<file path="config.mk">
export PLATFORM = sky130hd
export DESIGN_NAME = button_encoder_gesture_detector_top_flat
export DESIGN_NICKNAME = d
export VERILOG_FILES = /design/src/rtl/bged_pkg.sv /design/src/rtl/bged_in_if.sv /design/src/rtl/bged_out_if.sv /design/src/rtl/bged_eval.sv /design/src/rtl/button_encoder_gesture_detector_top.sv /design/src/flat_wrapper.sv
export SDC_FILE = /design/constraint.sdc
export NUM_CORES = 1
export LEC_CHECK = 0
export BUFFER_PORTS_ARGS = -buffer_cell sky130_fd_sc_hd__buf_2
export CORE_ASPECT_RATIO = 1.2
export CORE_MARGIN = 10
export CORE_UTILIZATION = 25
export DETAILED_ROUTE_END_ITERATION = 16
export GPL_ROUTABILITY_DRIVEN = 0
export PLACE_DENSITY = 0.45
export SYNTH_ARGS = -nofsm -noshare
export SYNTH_HDL_FRONTEND = slang
export SYNTH_SLANG_ARGS = --single-unit
</file>
<file path="constraint.sdc">
create_clock -name i_clk -period 10.5 [get_ports i_clk]
set_clock_uncertainty 0.1 [all_clocks]
set_input_delay 0 -clock i_clk [delete_from_list [all_inputs] [get_ports i_clk]]
set_output_delay 0 -clock i_clk [all_outputs]
set_load 0.02 [all_outputs]
</file>
<file path="src/rtl/bged_pkg.sv">
// bged_pkg: shared types, gesture codes and slot helpers for the button
// and encoder gesture detector. No dependencies.

package bged_pkg;

    localparam int unsigned TIME_W   = 32;
    localparam int unsigned HOLD_W   = 16;
    localparam int unsigned TURN_W   = 8;
    localparam int unsigned CODE_W   = 4;
    localparam logic [HOLD_W-1:0] HOLD_RESET = 16'd500;

    // pending result slots of one frame, lowest slot goes out first
    localparam int unsigned SLOTS  = 10;
    localparam int unsigned SLOT_W = 4;
    localparam logic [SLOT_W-1:0] SLOT_ENTER  = 4'd0;
    localparam logic [SLOT_W-1:0] SLOT_EXIT   = 4'd1;
    localparam logic [SLOT_W-1:0] SLOT_TAP    = 4'd2;
    localparam logic [SLOT_W-1:0] SLOT_A_PRS  = 4'd3;
    localparam logic [SLOT_W-1:0] SLOT_A_REL  = 4'd4;
    localparam logic [SLOT_W-1:0] SLOT_B_PRS  = 4'd5;
    localparam logic [SLOT_W-1:0] SLOT_B_REL  = 4'd6;
    localparam logic [SLOT_W-1:0] SLOT_TURN_A = 4'd7;
    localparam logic [SLOT_W-1:0] SLOT_TURN_B = 4'd8;
    localparam logic [SLOT_W-1:0] SLOT_NONE   = 4'd9;

    typedef enum logic [CODE_W-1:0] {
        GEST_NONE         = 4'd0,
        GEST_SHIFT_ENTER  = 4'd1,
        GEST_SHIFT_EXIT   = 4'd2,
        GEST_TAP          = 4'd3,
        GEST_A_PRESS      = 4'd4,
        GEST_A_RELEASE    = 4'd5,
        GEST_B_PRESS      = 4'd6,
        GEST_B_RELEASE    = 4'd7,
        GEST_TURN_A       = 4'd8,
        GEST_TURN_B       = 4'd9,
        GEST_SHIFT_TURN_A = 4'd10,
        GEST_SHIFT_TURN_B = 4'd11
    } t_gesture;

    typedef struct packed {
        logic [TIME_W-1:0]        time_ms;
        logic                     center_level;
        logic                     enc_a_button_level;
        logic                     center_rise;
        logic                     center_fall;
        logic                     a_rise;
        logic                     a_fall;
        logic                     b_rise;
        logic                     b_fall;
        logic signed [TURN_W-1:0] turn_a;
        logic signed [TURN_W-1:0] turn_b;
    } t_frame;

    typedef struct packed {
        logic [TIME_W-1:0] press_time;
        logic              long_fired;
        logic              shift_mode;
    } t_state;

    typedef struct packed {
        logic [SLOTS-1:0] pend;
        t_state           next;
    } t_eval;

    function automatic t_gesture slot_code(input logic [SLOT_W-1:0] slot,
                                           input logic shift);
        t_gesture code;
        unique case (slot)
            SLOT_ENTER:  code = GEST_SHIFT_ENTER;
            SLOT_EXIT:   code = GEST_SHIFT_EXIT;
            SLOT_TAP:    code = GEST_TAP;
            SLOT_A_PRS:  code = GEST_A_PRESS;
            SLOT_A_REL:  code = GEST_A_RELEASE;
            SLOT_B_PRS:  code = GEST_B_PRESS;
            SLOT_B_REL:  code = GEST_B_RELEASE;
            SLOT_TURN_A: code = shift ? GEST_SHIFT_TURN_A : GEST_TURN_A;
            SLOT_TURN_B: code = shift ? GEST_SHIFT_TURN_B : GEST_TURN_B;
            default:     code = GEST_NONE;
        endcase
        return code;
    endfunction

endpackage

</file>
<file path="src/rtl/bged_in_if.sv">
// bged_in_if: input frame channel, valid/ready with one frame per beat.
// Uses bged_pkg widths.

interface bged_in_if;
    import bged_pkg::*;

    logic                     valid;
    logic                     ready;
    logic [TIME_W-1:0]        time_ms;
    logic                     center_level;
    logic                     enc_a_button_level;
    logic                     center_rise;
    logic                     center_fall;
    logic                     a_rise;
    logic                     a_fall;
    logic                     b_rise;
    logic                     b_fall;
    logic signed [TURN_W-1:0] turn_a;
    logic signed [TURN_W-1:0] turn_b;

    modport source (
        output valid, time_ms, center_level, enc_a_button_level, center_rise,
               center_fall, a_rise, a_fall, b_rise, b_fall, turn_a, turn_b,
        input  ready
    );

    modport sink (
        input  valid, time_ms, center_level, enc_a_button_level, center_rise,
               center_fall, a_rise, a_fall, b_rise, b_fall, turn_a, turn_b,
        output ready
    );
endinterface

</file>
<file path="src/rtl/bged_out_if.sv">
// bged_out_if: gesture result channel, valid/ready with one result per beat.
// Uses bged_pkg widths.

interface bged_out_if;
    import bged_pkg::*;

    logic                     valid;
    logic                     ready;
    logic [CODE_W-1:0]        gesture;
    logic signed [TURN_W-1:0] amount;
    logic                     shift_level;
    logic                     last;

    modport source (
        output valid, gesture, amount, shift_level, last,
        input  ready
    );

    modport sink (
        input  valid, gesture, amount, shift_level, last,
        output ready
    );
endinterface

</file>
<file path="src/rtl/bged_eval.sv">
// bged_eval: per-frame gesture evaluation, gives the pending result slots
// and the next press/shift state. Depends on bged_pkg.

module bged_eval (
    input  bged_pkg::t_frame          i_frame,
    input  bged_pkg::t_state          i_state,
    input  logic [bged_pkg::HOLD_W-1:0] i_hold,
    output bged_pkg::t_eval           o_eval
);
    import bged_pkg::*;

    logic [TIME_W-1:0] press_time;
    logic [TIME_W-1:0] elapsed;
    logic              fired;
    logic              enter;
    logic              fired_after;
    logic              shift;
    logic              do_exit;
    logic              do_tap;
    logic [SLOTS-1:0]  pend;

    always_comb begin
        press_time = i_frame.center_rise ? i_frame.time_ms : i_state.press_time;
        fired      = i_frame.center_rise ? 1'b0 : i_state.long_fired;
        elapsed    = i_frame.time_ms - press_time;
        enter      = i_frame.center_level && !i_frame.enc_a_button_level && !fired
                     && (elapsed >= {{(TIME_W-HOLD_W){1'b0}}, i_hold});

        fired_after = fired | enter;
        shift       = i_state.shift_mode | enter;
        do_exit     = i_frame.center_fall & fired_after;
        do_tap      = i_frame.center_fall & ~fired_after;
        if (do_exit) begin
            shift       = 1'b0;
            fired_after = 1'b0;
        end

        pend              = '0;
        pend[SLOT_ENTER]  = enter;
        pend[SLOT_EXIT]   = do_exit;
        pend[SLOT_TAP]    = do_tap;
        pend[SLOT_A_PRS]  = i_frame.a_rise;
        pend[SLOT_A_REL]  = i_frame.a_fall;
        pend[SLOT_B_PRS]  = i_frame.b_rise;
        pend[SLOT_B_REL]  = i_frame.b_fall;
        pend[SLOT_TURN_A] = (i_frame.turn_a != '0);
        pend[SLOT_TURN_B] = (i_frame.turn_b != '0);
        // quiet frame still gives one result
        pend[SLOT_NONE]   = (pend == '0);

        o_eval.pend            = pend;
        o_eval.next.press_time = press_time;
        o_eval.next.long_fired = fired_after;
        o_eval.next.shift_mode = shift;
    end
endmodule

</file>
<file path="src/rtl/button_encoder_gesture_detector_top.sv">
// button_encoder_gesture_detector_top: frame register, gesture evaluation,
// per-frame result drain and output register. Depends on bged_pkg,
// bged_in_if, bged_out_if and bged_eval.
//
//   channel   dir  beat                            port
//   frame     in   one input frame                 i_frame (bged_in_if.sink)
//   gesture   out  one gesture result              o_gest  (bged_out_if.source)
//   config    in   hold_threshold_ms write         i_cfg_we / i_cfg_wdata
//
// a frame gives 1 to 8 results, one result per cycle through the output
// register without an output stall; a result passes the frame register,
// drain stage, output register; single-result frames also go one per cycle.
// reset is synchronous: state clears and the threshold returns to 500 ms.
// a stall on the output holds the drain stage, then the frame register,
// then input ready.

module button_encoder_gesture_detector_top (
    input  logic                        i_clk,
    input  logic                        i_rst_n,
    input  logic                        i_cfg_we,
    input  logic [bged_pkg::HOLD_W-1:0] i_cfg_wdata,
    bged_in_if.sink                     i_frame,
    bged_out_if.source                  o_gest
);
    import bged_pkg::*;

    // control
    logic                     r_in_valid;
    logic                     r_dr_valid;
    logic [SLOTS-1:0]         r_mask;
    logic                     r_out_valid;
    t_state                   r_state;
    logic [HOLD_W-1:0]        r_hold;
    // payload
    t_frame                   r_in;
    logic signed [TURN_W-1:0] r_dr_turn_a;
    logic signed [TURN_W-1:0] r_dr_turn_b;
    logic                     r_dr_shift;
    t_gesture                 r_gesture;
    logic signed [TURN_W-1:0] r_amount;
    logic                     r_shift;
    logic                     r_last;

    t_eval             eval;
    logic              out_free;
    logic              out_load;
    logic              dr_free;
    logic              move;
    logic              in_ready;
    logic [SLOTS-1:0]  rest;
    logic [SLOT_W-1:0] pick;

    bged_eval u_eval (
        .i_frame (r_in),
        .i_state (r_state),
        .i_hold  (r_hold),
        .o_eval  (eval)
    );

    always_comb begin
        pick = '0;
        for (int i = SLOTS - 1; i >= 0; i--) begin
            if (r_mask[i]) begin
                pick = SLOT_W'(i);
            end
        end
    end

    // clear lowest pending slot
    assign rest     = r_mask & (r_mask - 1'b1);
    assign out_free = !r_out_valid || o_gest.ready;
    assign out_load = r_dr_valid && out_free;
    assign dr_free  = !r_dr_valid || (out_load && (rest == '0));
    assign move     = r_in_valid && dr_free;
    assign in_ready = !r_in_valid || move;

    assign i_frame.ready      = in_ready;
    assign o_gest.valid       = r_out_valid;
    assign o_gest.gesture     = r_gesture;
    assign o_gest.amount      = r_amount;
    assign o_gest.shift_level = r_shift;
    assign o_gest.last        = r_last;

    always_ff @(posedge i_clk) begin
        if (!i_rst_n) begin
            r_in_valid  <= 1'b0;
            r_dr_valid  <= 1'b0;
            r_mask      <= '0;
            r_out_valid <= 1'b0;
            r_state     <= '0;
            r_hold      <= HOLD_RESET;
        end else begin
            if (i_cfg_we) begin
                r_hold <= i_cfg_wdata;
            end
            if (in_ready) begin
                r_in_valid <= i_frame.valid;
            end
            if (move) begin
                r_dr_valid <= 1'b1;
                r_mask     <= eval.pend;
                r_state    <= eval.next;
            end else if (out_load) begin
                r_mask <= rest;
                if (rest == '0) begin
                    r_dr_valid <= 1'b0;
                end
            end
            if (out_free) begin
                r_out_valid <= r_dr_valid;
            end
        end
    end

    always_ff @(posedge i_clk) begin
        if (in_ready && i_frame.valid) begin
            r_in.time_ms            <= i_frame.time_ms;
            r_in.center_level       <= i_frame.center_level;
            r_in.enc_a_button_level <= i_frame.enc_a_button_level;
            r_in.center_rise        <= i_frame.center_rise;
            r_in.center_fall        <= i_frame.center_fall;
            r_in.a_rise             <= i_frame.a_rise;
            r_in.a_fall             <= i_frame.a_fall;
            r_in.b_rise             <= i_frame.b_rise;
            r_in.b_fall             <= i_frame.b_fall;
            r_in.turn_a             <= i_frame.turn_a;
            r_in.turn_b             <= i_frame.turn_b;
        end
        if (move) begin
            r_dr_turn_a <= r_in.turn_a;
            r_dr_turn_b <= r_in.turn_b;
            r_dr_shift  <= eval.next.shift_mode;
        end
        if (out_load) begin
            r_gesture <= slot_code(pick, r_dr_shift);
            r_shift   <= r_dr_shift;
            r_last    <= (rest == '0);
            if (pick == SLOT_TURN_A) begin
                r_amount <= r_dr_turn_a;
            end else if (pick == SLOT_TURN_B) begin
                r_amount <= r_dr_turn_b;
            end else begin
                r_amount <= '0;
            end
        end
    end

    a_drain_has_slot: assert property (@(posedge i_clk) disable iff (!i_rst_n)
        r_dr_valid |-> (r_mask != '0))
        else $error("drain stage valid with no pending slot");

    a_shift_turn_level: assert property (@(posedge i_clk) disable iff (!i_rst_n)
        (r_out_valid && (r_gesture == GEST_SHIFT_TURN_A ||
                         r_gesture == GEST_SHIFT_TURN_B)) |-> r_shift)
        else $error("shift turn sent while shift level low");

    a_plain_turn_level: assert property (@(posedge i_clk) disable iff (!i_rst_n)
        (r_out_valid && (r_gesture == GEST_TURN_A ||
                         r_gesture == GEST_TURN_B)) |-> !r_shift)
        else $error("plain turn sent while shift level high");

    a_none_is_last: assert property (@(posedge i_clk) disable iff (!i_rst_n)
        (r_out_valid && r_gesture == GEST_NONE) |-> (r_last && r_amount == '0))
        else $error("quiet frame result not alone");

endmodule
</file>
<file path="src/flat_wrapper.sv">
// flat-port wrapper written by rule: the top's interface ports become plain ports
module button_encoder_gesture_detector_top_flat import bged_pkg::*;
  (i_clk, i_rst_n, i_cfg_we, i_cfg_wdata, i_frame_valid, i_frame_time_ms, i_frame_center_level, i_frame_enc_a_button_level, i_frame_center_rise, i_frame_center_fall, i_frame_a_rise, i_frame_a_fall, i_frame_b_rise, i_frame_b_fall, i_frame_turn_a, i_frame_turn_b, i_frame_ready, o_gest_valid, o_gest_gesture, o_gest_amount, o_gest_shift_level, o_gest_last, o_gest_ready);
  bged_in_if i_frame_i ();
  bged_out_if o_gest_i ();
  input  logic i_clk;
  input  logic i_rst_n;
  input  logic i_cfg_we;
  input  logic [bged_pkg::HOLD_W-1:0] i_cfg_wdata;
  input wire logic [$bits(i_frame_i.valid)-1:0] i_frame_valid;
  input wire logic [$bits(i_frame_i.time_ms)-1:0] i_frame_time_ms;
  input wire logic [$bits(i_frame_i.center_level)-1:0] i_frame_center_level;
  input wire logic [$bits(i_frame_i.enc_a_button_level)-1:0] i_frame_enc_a_button_level;
  input wire logic [$bits(i_frame_i.center_rise)-1:0] i_frame_center_rise;
  input wire logic [$bits(i_frame_i.center_fall)-1:0] i_frame_center_fall;
  input wire logic [$bits(i_frame_i.a_rise)-1:0] i_frame_a_rise;
  input wire logic [$bits(i_frame_i.a_fall)-1:0] i_frame_a_fall;
  input wire logic [$bits(i_frame_i.b_rise)-1:0] i_frame_b_rise;
  input wire logic [$bits(i_frame_i.b_fall)-1:0] i_frame_b_fall;
  input wire logic [$bits(i_frame_i.turn_a)-1:0] i_frame_turn_a;
  input wire logic [$bits(i_frame_i.turn_b)-1:0] i_frame_turn_b;
  output wire logic [$bits(i_frame_i.ready)-1:0] i_frame_ready;
  output wire logic [$bits(o_gest_i.valid)-1:0] o_gest_valid;
  output wire logic [$bits(o_gest_i.gesture)-1:0] o_gest_gesture;
  output wire logic [$bits(o_gest_i.amount)-1:0] o_gest_amount;
  output wire logic [$bits(o_gest_i.shift_level)-1:0] o_gest_shift_level;
  output wire logic [$bits(o_gest_i.last)-1:0] o_gest_last;
  input wire logic [$bits(o_gest_i.ready)-1:0] o_gest_ready;
  assign i_frame_i.valid = i_frame_valid;
  assign i_frame_i.time_ms = i_frame_time_ms;
  assign i_frame_i.center_level = i_frame_center_level;
  assign i_frame_i.enc_a_button_level = i_frame_enc_a_button_level;
  assign i_frame_i.center_rise = i_frame_center_rise;
  assign i_frame_i.center_fall = i_frame_center_fall;
  assign i_frame_i.a_rise = i_frame_a_rise;
  assign i_frame_i.a_fall = i_frame_a_fall;
  assign i_frame_i.b_rise = i_frame_b_rise;
  assign i_frame_i.b_fall = i_frame_b_fall;
  assign i_frame_i.turn_a = i_frame_turn_a;
  assign i_frame_i.turn_b = i_frame_turn_b;
  assign i_frame_ready = i_frame_i.ready;
  assign o_gest_valid = o_gest_i.valid;
  assign o_gest_gesture = o_gest_i.gesture;
  assign o_gest_amount = o_gest_i.amount;
  assign o_gest_shift_level = o_gest_i.shift_level;
  assign o_gest_last = o_gest_i.last;
  assign o_gest_i.ready = o_gest_ready;
  button_encoder_gesture_detector_top u_core (.i_clk(i_clk), .i_rst_n(i_rst_n), .i_cfg_we(i_cfg_we), .i_cfg_wdata(i_cfg_wdata), .i_frame(i_frame_i), .o_gest(o_gest_i));
endmodule
</file>
# After elaboration in Yosys (flattened, before gate mapping)
# Index checks and enable logic that the tools add are counted.
# word_totals
reg_bits	150
in_bits	77
output_inout_bits	16
word_cells	90
# op_classes
n_addsub	2
n_lt_le_gt_ge	1
n_eq_ne	8
muxes	24
bitwise	6
n_reduce_logical	23
# op_table
op	count
$mux 4	10
$pmux 4 s9	1
$ge 32x16->1	1
$mux 32	1
$sub 32x32->32	1
$mux 10	2
$eq 4x3->1 const B	4
$mux 8	2
$reduce_bool 8->1	2
$and 10x10->10	1
$logic_not 10->1	1
$sub 10x1->10 const B	1
$logic_not 9->1	1
$eq 4x2->1 const B	2
$logic_and 1x1->1	7
$mux 1	6
$logic_not 1->1	5
$eq 4x1->1 const B	1
$eq 4x4->1 const B	1
$logic_not 4->1	1
$mux 2	2
$reduce_bool 2->1	2
$logic_or 1x1->1	3
$and 1x1->1	2
other kinds (3)	4

# Logic depth before layout (Yosys ltp)
# Gate-level depths: netlist (run 1).
# depth
ltp_word	13
mapped_depth	22
depth_no_buf	20

# Hierarchy
# A second synthesis (run 1) with hierarchy kept.
# hier_totals
cells_unflattened	860
area_unflattened_um2	8374.3
# by_module_without_submodules
module	n_inst	cells_each	area_per_inst_um2	seq_area_each_um2
button_encoder_gesture_detector_top	1	425	5383.9	3873.7
bged_eval	1	435	2990.4	0.0

# Least setup slack after synthesis (run 1)
# No wires, ideal clock.
# synth_path
path_type	register to register
from	register u_core.r_in[21] in the netlist's numbering
to	register u_core.r_state[0] in the netlist's numbering
setup_ns	0.134
t_arrival_ns	4.881
required_time_ns	10.266
slack_ns	5.385
stages_incl_launch_ff	23
period_less_slack_ns	5.115
path_cell_list	edfxtp_1 > clkbuf_1 > clkbuf_1 > mux2i_1 > ha_1 > buf_6 > a21o_1 > a21o_1 > a22o_4 > or3_1 > buf_6 > xor2_1 > ha_1 > nand4_1 > inv_1 > a211oi_1 > o211ai_1 > nor4_1 > nand4_1 > nor4_1 > o2111ai_1 > o311ai_0 > o31ai_1
# synth_between
elab_chain_len	7
elab_cells_between_ends	11
classes_between	1 x add/sub; 1 x order compare; 3 x mux; 3 x bitwise; 3 x reduce/logical
# synth_rtl
item	line_no	source
from (decl)	button_encoder_gesture_detector_top.sv:35	t_frame r_in;
$mux 32 / $mux 1 (equally long branches)	bged_eval.sv:23, bged_eval.sv:24	
$sub 32x32->32 / $logic_not 1->1 (equally long branches)	bged_eval.sv:25, bged_eval.sv:26	
$ge 32x16->1 / $logic_and 1x1->1 (equally long branches)	bged_eval.sv:27, bged_eval.sv:26	
$logic_and 1x1->1	bged_eval.sv:27	&& (elapsed >= {{(TIME_W-HOLD_W){1'b0}}, i_hold});
$or 1x1->1	bged_eval.sv:29	fired_after = fired | enter;
$and 1x1->1	bged_eval.sv:31	do_exit = i_frame.center_fall & fired_after;
$mux 1 (*)	bged_eval.sv:33	if (do_exit) begin
to (signal assigned)	button_encoder_gesture_detector_top.sv:102	r_state <= eval.next;
to (decl)	button_encoder_gesture_detector_top.sv:32	t_state r_state;
# Every way passes the cells marked *; elsewhere a longest branch is shown, timed or not.
# A chain may end at the register's enable or synchronous reset.

==> summary.txt, run 1 <==
Place
  – Port buffer count: 92
  – Number of placed cells counting well taps: 1345
  – Detailed placer's ending HPWL: roughly 18 mm

STA
  – Final period demand of the worst path: 6240 ps
  – # setup viols final: 0
  – Sum of negative setup slack: 0 ps
  – Timing-limited maximum frequency: roughly 160 MHz
  – Worst-case headroom to the max-slew limit: between 20% and 30%
  – Final clock period utilization by the worst path: roughly three fifths
  – Final Max Slew Viols: 0
  – Worst Tran Pin Value: approximately 1200 ps
  – Worst hold slack after final layout: ~60 ps
  – Final hold violations: 0
  – RSZ-0062 raised after global routing: false

Power and ir drop
  – Total internal power: 1140 µW
  – Share of power burned in combinational logic: between 20% and 30%
  – Worst IR Drop VDD: between 0.0001 and 0.00015 V
  – Sequential fraction of design power: between 40% and 50%
  – Clock share of power: 35.0%
  – Switching Share: between 30% and 40%
  – LEAKAGE: between 0.004 and 0.005 µW
  – Switching power: 533 µW
  – Power Dens Cells: between 150 and 200 mW/mm²

GRT
  – GRT Total Usage: about 12%
  – Gr ovfl total: 0
  – Wire length of the first global-routing pass: roughly 39 mm
  – Vias in the first global route: approximately 7100
  – Antenna violations before repair: 0
  – Maximum number of pins on one net before global-route repair: between 50 and 60

Yosys
  – Dominant synthesized flop cell: edfxtp_1
  – Nets in the synthesized netlist: 970
  – Post-synthesis instance area: about 0.0084 mm²
  – Number of standard cells after synthesis: around 840
  – Post-synthesis async set-or-reset flop share: 0%
  – Area share of the largest cell type after synthesis: 31.0%
  – Cell types with the highest counts after synthesis: edfxtp_1 (87), nor2_1 (87), dfxtp_1 (63)
  – Dominant cells by area after synthesis: edfxtp_1 (31%), dfxtp_1 (15%), ha_1 (7.3%)
  – Post-synthesis register bit count: 150
  – Synth Area per Inst: around 10 µm²
  – Post-synth EDFFs: 87
  – Share of the yosys chip area belonging to registers: a little under half
  – Ys Warns: 0
  – Most area-hungry cell type in the Yosys netlist: edfxtp_1
  – Number of distinct library cell variants in the gate-level netlist after synthesis: 83

Clock network
  – Total clock buffers created by CTS: 17
  – Clock latency on the worst-skew pair: around 440 ps
  – Max Buffers Root-to-Sink: 2
  – H-tree lvl count: 4
  – Clock Root Buffer: clkbuf_16
  – CTS resizes: 0
  – Clock edge transition at the registers on the reported setup and hold paths: about 70 ps
  – Clock Sinks: 150
  – TritonCTS clock tree: built

Setup path
  – Kind of end point of the critical path: flop
  – Worst endpoint required time: 10760 ps
  – Delay contributed by the slowest stage of the critical path: between 1000 and 1500 ps
  – Data arrival at the endpoint of the critical path: approximately 6500 ps
  – Critical path peak fanout: 20
  – Number of gates on the worst path with buffers counted: 19
  – Critical path type: flop to flop
  – Startpoint of the most critical register-to-register path: u_core.r_in[21]
  – Setup crit start: u_core.r_in[21]
  – R2R Setup Slk: between 4000 and 5000 ps
  – Gate family responsible for the most delay along the worst path: compound AO/OA/AOI/OAI gates
  – Worst setup path end: u_core.r_mask[2]
  – Buf/Inv on CP: 0
  – RR Endpoint: u_core.r_mask[2]
  – Critical Path Most Common Cell: a211oi_1
  – Type of element launching the critical path: flop
  – Worst Reg2Reg Path Length in Cells: 19
  – Cell with the largest stage delay on the worst path: edfxtp_1
  – Cells traversed along the worst timing path: mux2_2, ha_1, fa_1, and2b_1, o2111ai_2, a2111oi_2, or3_1, xor2_1, ha_1, nand4_1, a211oi_1, a211oi_1, o211ai_1, a211oi_1, o2111ai_1, nor4b_2, nand4b_2, a211o_1, a21oi_2

Drt
  – DRC: 0
  – First-pass detailed-route iteration total: 5
  – Iteration-0 DRC Markers: ~380
  – Post-DR vias/cell: between 4 and 5
  – DRT Wirelength: approximately 24 mm
  – Antenna viol nets, final: 0
  – DR WL/cell: about 17 µm
  – Count of vias placed by the detailed router: 6997

Cells and area
  – Filler instances: around 3500
  – Total inserted antenna cells: 0
  – Combined area of the multi-input logic cells: 0.00421 mm²
  – Final cell utilization of the core: roughly 32%
  – Post-layout nets: 1122
  – Area taken by flip-flops and latches: 0.00387 mm²
  – Fraction of final layout cells with drive strength greater than 1: 14.7%
  – Filler-free cell count of the finished design: 1458
  – Layout overhead on the synthesized area: 26.5%

Floorplan
  – Die ar.: 0.0415 mm²
  – Die outline height: around 220 µm
  – Horizontal die dimension: 188 µm
  – # IOs: 93
  – Effective utilization at floorplan: 25.4%
  – Core Region: 0.0332 mm²
  – Site Rows: 73

Worst hold path
  – Class of the tightest hold or removal check: input pin to flop

Outcome
  – Status: finished clean

Flow run
  – Maximum capacitance violations: 0
==> what timing repair did <==
item | 4_1_cts | 5_1_grt
hold buffers | 81 | 0
hold endpoints to repair | 78 | 0
setup buffers | 0 | 0
==> worst min-delay path: cells and delay by family <==
kind | cells | cell delay (ps)
mux | 1 | 190
simple gates | 1 | 70
buf+inv | 1 | 290
==> power by group through the flow <==
stage | registers, µW | clock network, µW | logic (µW)
4_1_cts | 681 | 604 | 410
6_report | 680 | 585 | 408
2_1_floorplan | 690 | 0 | 279
3_5_place_dp | 694 | 0 | 383
3_3_place_gp | 693 | 0 | 384
5_1_grt | 685 | 629 | 452
==> layer usage <==
metal  global-route usage (%)  wire (µm)
met1                     13.0      10400
met2                     21.1      12700
met3                     2.20        763
met4                     4.61        561
met5                        0          0
==> final cells by class <==
| cell class | count | share of cell area, % |
|---|---|---|
| inverter | 39 | 1.37 |
| tap | 450 | 5.29 |
| clock inverter | 13 | 1.03 |
| multi-input combinational | 610 | 39.6 |
| sequential | 150 | 36.4 |
| clock buffer | 19 | 4.16 |
| timing repair buffer | 177 | 12.2 |
==> layout by cell type, fill, tap and decap left out, types with 9 or more instances in the layout <==
cell type,netlist,final
nand2_1,58,58
a22o_1,9,9
nor2b_1,9,9
edfxtp_1,87,87
dlygate4sd3_1,0,81
mux2i_1,43,43
o21ai_0,32,32
xnor2_1,12,12
o211ai_1,12,12
nand4_1,19,19
nand2b_1,11,11
a21oi_1,56,55
buf_2,14,92
nor3_1,10,10
nor2_1,87,87
clkbuf_16,0,17
or3_1,9,9
o21a_1,10,10
dfxtp_1,63,63
nand3_1,14,14
a211oi_1,42,42
inv_1,38,37
nor4_1,9,9
ha_1,49,49
==> registers in the layout, summed over array words and instances, names as in the netlist, 4 cells and up <==
register / cells
u_core.r_mask: 10
u_core.r_dr_turn_b: 8
u_core.o_gest.amount: 8
u_core.r_dr_turn_a: 8
u_core.r_in: 56
u_core.r_hold: 16
u_core.r_state: 34
u_core.o_gest.gesture: 4
==> cells by family (layout without fill, tap and decap cells) <==
| kind of cell | count (synthesis) | count (layout) | synth area share [%] |
|---|---|---|---|
| simple gates | 255 | 255 | 14.9 |
| compound gates | 241 | 241 | 20.1 |
| flops | 150 | 150 | 46.0 |
| buf+inv | 83 | 248 | 4.10 |
| fa+ha+maj | 52 | 52 | 7.76 |
| mux | 44 | 44 | 5.25 |
| xor+xnor | 18 | 18 | 1.87 |
==> worst min path at each step <==
stage	startpoint	to	cells past startpoint
2_1_floorplan	i_frame_turn_b[0]	u_core.r_in[0]	0
6_report	i_cfg_we	u_core.r_hold[12]	3
5_1_grt	i_cfg_we	u_core.r_hold[12]	3
4_1_cts	i_cfg_we	u_core.r_hold[12]	3
3_3_place_gp	i_frame_time_ms[26]	u_core.r_in[50]	1
3_5_place_dp	i_frame_turn_b[3]	u_core.r_in[3]	1
==> stage by stage <==
stage / area [µm²] / power [µW] / setup slack [ps]
finish: 10700 / 1670 / 4260
global route: 10700 / 1770 / 3830
CTS: 10700 / 1690 / 4200
detailed placement: 9290 / 1080 / 4230
global placement: 9290 / 1080 / 4390
floorplan: 8420 / 968 / 5380
No activity file was read; power rests on OpenSTA's default activity.
==> inputs of run 2 (changes only) <==
==> constraint.sdc (replaced) <==
create_clock -name i_clk -period 6.24 [get_ports i_clk]
set_clock_uncertainty 0.1 [all_clocks]
set_input_delay 0 -clock i_clk [delete_from_list [all_inputs] [get_ports i_clk]]
set_output_delay 0 -clock i_clk [all_outputs]
set_load 0.02 [all_outputs]
==> run 2 against run 1 <==
Compared with the run above:
- combinational power grew 70%
- clock power increased by 95%
- total power grew 78%
- register-to-register slack got worse by 3700 ps
- worst hold slack better by 9.8 ps
- fmax up 11%
- count of clock-buffer cells in the layout fell by 1
- cell area up 0.96%
- setup slack got worse by 3700 ps
- via count decreased by 0.31%
- critical endpoint unchanged
==> summary.txt, run 2 (synthesized netlist as in run 1, its figures left out) <==
Clock network
  – Clock Root Buffer: clkbuf_16
  – Max Buffers Root-to-Sink: 2 (unchanged)
  – Clock latency on the worst-skew pair: 440 ps (about the same)
  – Total clock buffers created by CTS: 17 (unchanged)
  – Clock Sinks: 150 (unchanged)
  – Clock edge transition at the registers on the reported setup and hold paths: 70 ps (about the same)
  – H-tree lvl count: 4 (unchanged)
  – TritonCTS clock tree: built

Setup path
  – Type of element launching the critical path: flop
  – Cells traversed along the worst timing path: buf_4, mux2i_1, inv_1, fa_1, and2b_1, o2111ai_2, a2111oi_2, or3_1, xor2_1, ha_1, nand4_1, inv_1, a211oi_1, o211ai_1, a211oi_1, o2111ai_1, nor4b_2, nand4b_2, a211o_1, a21oi_2
  – Cell with the largest stage delay on the worst path: a2111oi_2
  – Gate family responsible for the most delay along the worst path: compound AO/OA/AOI/OAI gates
  – Buf/Inv on CP: 3 (+3)
  – Delay contributed by the slowest stage of the critical path: 570 ps (-550 ps)
  – Kind of end point of the critical path: flop
  – Worst Reg2Reg Path Length in Cells: 20 (+1)
  – Worst endpoint required time: 6500 ps (-4260 ps)
  – Critical path peak fanout: 17 (-15%)
  – Critical path type: flop to flop
  – RR Endpoint: u_core.r_mask[2]
  – Startpoint of the most critical register-to-register path: u_core.r_in[21]
  – Data arrival at the endpoint of the critical path: 5900 ps (-600 ps)
  – R2R Setup Slk: 610 ps (-3650 ps)

Cells and area
  – Filler instances: 3400 (-1.8%)
  – Top reg by flops: u_core.r_in
  – Fraction of final layout cells with drive strength greater than 1: 14.9% (+0.17 points)
  – Layout overhead on the synthesized area: 27.7%
  – Largest regs: u_core.r_in: 56 flops, u_core.r_state: 34 flops, u_core.r_hold: 16 flops
  – Cell area after layout: 0.0108 mm² (+0.96%)
  – Filler-free cell count of the finished design: 1460 (+0.14%)
  – Post-layout nets: 1124 (+0.18%)
  – Most common library cell in the layout ignoring fill and taps: buf_2
  – Commonest cells after routing, fill and taps aside: buf_2 (92), nor2_1 (87), edfxtp_1 (87)
  – Total inserted antenna cells: 0 (unchanged)
  – Number of flip-flops under the largest register name: 56 (unchanged)

Drt
  – Post-DR vias/cell: 4.78 (-0.45%)
  – DRT Wirelength: 24.5 mm (+0.26%)
  – DR WL/cell: 16.8 µm (+0.12%)
  – Count of vias placed by the detailed router: 6975 (-0.31%)
  – First-pass detailed-route iteration total: 6 (+1)
  – DRC: 0 (unchanged)
  – Iteration-0 DRC Markers: 379 (unchanged)
  – Antenna viol nets, final: 0 (unchanged)

GRT
  – Gr ovfl total: 0 (unchanged)
  – Vias in the first global route: 7288 (+3.2%)
  – GRT Total Usage: 11.7% (+0.069 points)
  – Antenna violations before repair: 0 (unchanged)
  – Wire length of the first global-routing pass: 39.2 mm (+1.1%)
  – Maximum number of pins on one net before global-route repair: 56 (-1.8%)

Worst hold path
  – Class of the tightest hold or removal check: input pin to flop
  – End point of the worst hold path: u_core.r_hold[12]
  – Startpoint of the lowest-slack hold path: i_cfg_we
  – Hold Path Cell Cnt: 3 (unchanged)

STA
  – Final clock period utilization by the worst path: 90.3% (+31 points)
  – Final period demand of the worst path: 5630 ps (-609 ps)
  – Worst-case headroom to the max-slew limit: 29.0% (+7.3 points)
  – Timing-limited maximum frequency: 177 MHz (+11%)
  – Final hold violations: 0 (unchanged)
  – RSZ-0062 raised after global routing: false
  – # setup viols final: 0 (unchanged)
  – Worst Tran Pin Value: 1060 ps (-112 ps)
  – Final Max Slew Viols: 0 (unchanged)
  – Sum of negative setup slack: 0 ps (unchanged)

Floorplan
  – Horizontal die dimension: 188 µm (unchanged)
  – Core Region: 0.0332 mm² (unchanged)
  – Die ar.: 0.0415 mm² (unchanged)
  – Site Rows: 73 (unchanged)
  – Die outline height: 221 µm (unchanged)
  – Effective utilization at floorplan: 25.4% (unchanged)
  – # IOs: 93 (unchanged)

Power and ir drop
  – LEAKAGE: 0.00418 µW (+1.4%)
  – Worst IR Drop VDD: 0.000195 V (+77%)
  – PnR Total Power: 2980 µW (+78%)
  – Power Dens Cells: 277 mW/mm² (+76%)

Outcome
  – Status: finished clean

Flow run
  – Maximum capacitance violations: 0 (unchanged)

Place
  – Number of placed cells counting well taps: 1347 (+0.15%)
  – Detailed placer's ending HPWL: 18.3 mm (+1.0%)
  – Post-detailed-placement cell area: 0.00930 mm² (+0.16%)
  – Port buffer count: 92 (unchanged)
==> run 2: changes by cell type in the layout (fill, tap and decap cells not counted), sizes merged <==
cell	previous run	this run
bufinv	0	4
clkinvlp	4	1
clkbuf	19	18
buf	96	98
==> run 2: routing by layer <==
| layer | global-route usage (%) | share of wire [%] | up-vias |
|---|---|---|---|
| met2 | 20.3 | 50 | 150 |
| met5 | 0 | 0 | - |
| li1 | - | - | 3500 |
| met1 | 13.5 | 44 | 3284 |
| met3 | 2.00 | 2.9 | 41 |
| met4 | 6.08 | 3.4 | 0 |
==> run 2: report_power, final <==
group	internal (µW)	switching (µW)	total, µW
clock network	683	458	1140
registers	1110	31.2	1140
logic	280	416	695
total	2070	905	2980
==> run 2: worst reg2reg max path, cell delays in order, from the launching register on <==
cell and delay, ps:
edfxtp_1 380, buf_4 320, mux2i_1 320, inv_1 100, fa_1 450, and2b_1 240
o2111ai_2 210, a2111oi_2 570, or3_1 320, xor2_1 200, ha_1 270, nand4_1 130
inv_1 60, a211oi_1 360, o211ai_1 160, a211oi_1 210, o2111ai_1 170, nor4b_2 310
nand4b_2 210, a211o_1 360, a21oi_2 130
==> run 2: area by class of cell <==
class	count	area (µm²)	area share (%)
Tap cell	450	563	5.24
Multi-Input combinational cell	610	4210	39.2
Clock inverter	14	211	1.97
Sequential cell	150	3870	36.0
Timing Repair Buffer	179	1320	12.2
Clock buffer	18	429	3.99
Inverter	39	146	1.36
==> run 2: stage by stage <==
step / worst slack (ps) / util [%] / hold slack [ps]
6_report: 606 / 32.4 / 68.8
5_1_grt: 209 / 32.4 / 94.7
4_1_cts: 625 / 32.4 / 55.8
3_5_place_dp: 664 / 28.1 / 78.7
3_3_place_gp: 770 / 28.1 / 77.5
2_1_floorplan: 1120 / - / -1.13
==> run 2: worst max-delay path by stage <==
stage / startpoint / to / slack, ps / depth (start not counted)
after global routing: u_core.r_in[21] / u_core.r_mask[2] / 210 / 20
after detailed placement: u_core.r_in[21] / u_core.r_mask[2] / 660 / 20
after CTS: u_core.r_in[21] / u_core.r_mask[2] / 620 / 20
final: u_core.r_in[21] / u_core.r_mask[2] / 610 / 20
after global placement: u_core.r_in[21] / u_core.r_mask[2] / 770 / 20
after floorplan: u_core.r_in[21] / u_core.r_state[0] / 1120 / 22
==> run 2: what timing repair did <==
item,in CTS,in global routing
buffers inserted,0,0
endpoints found under the hold margin,78,0
resized for setup,0,0
hold buffers,81,0
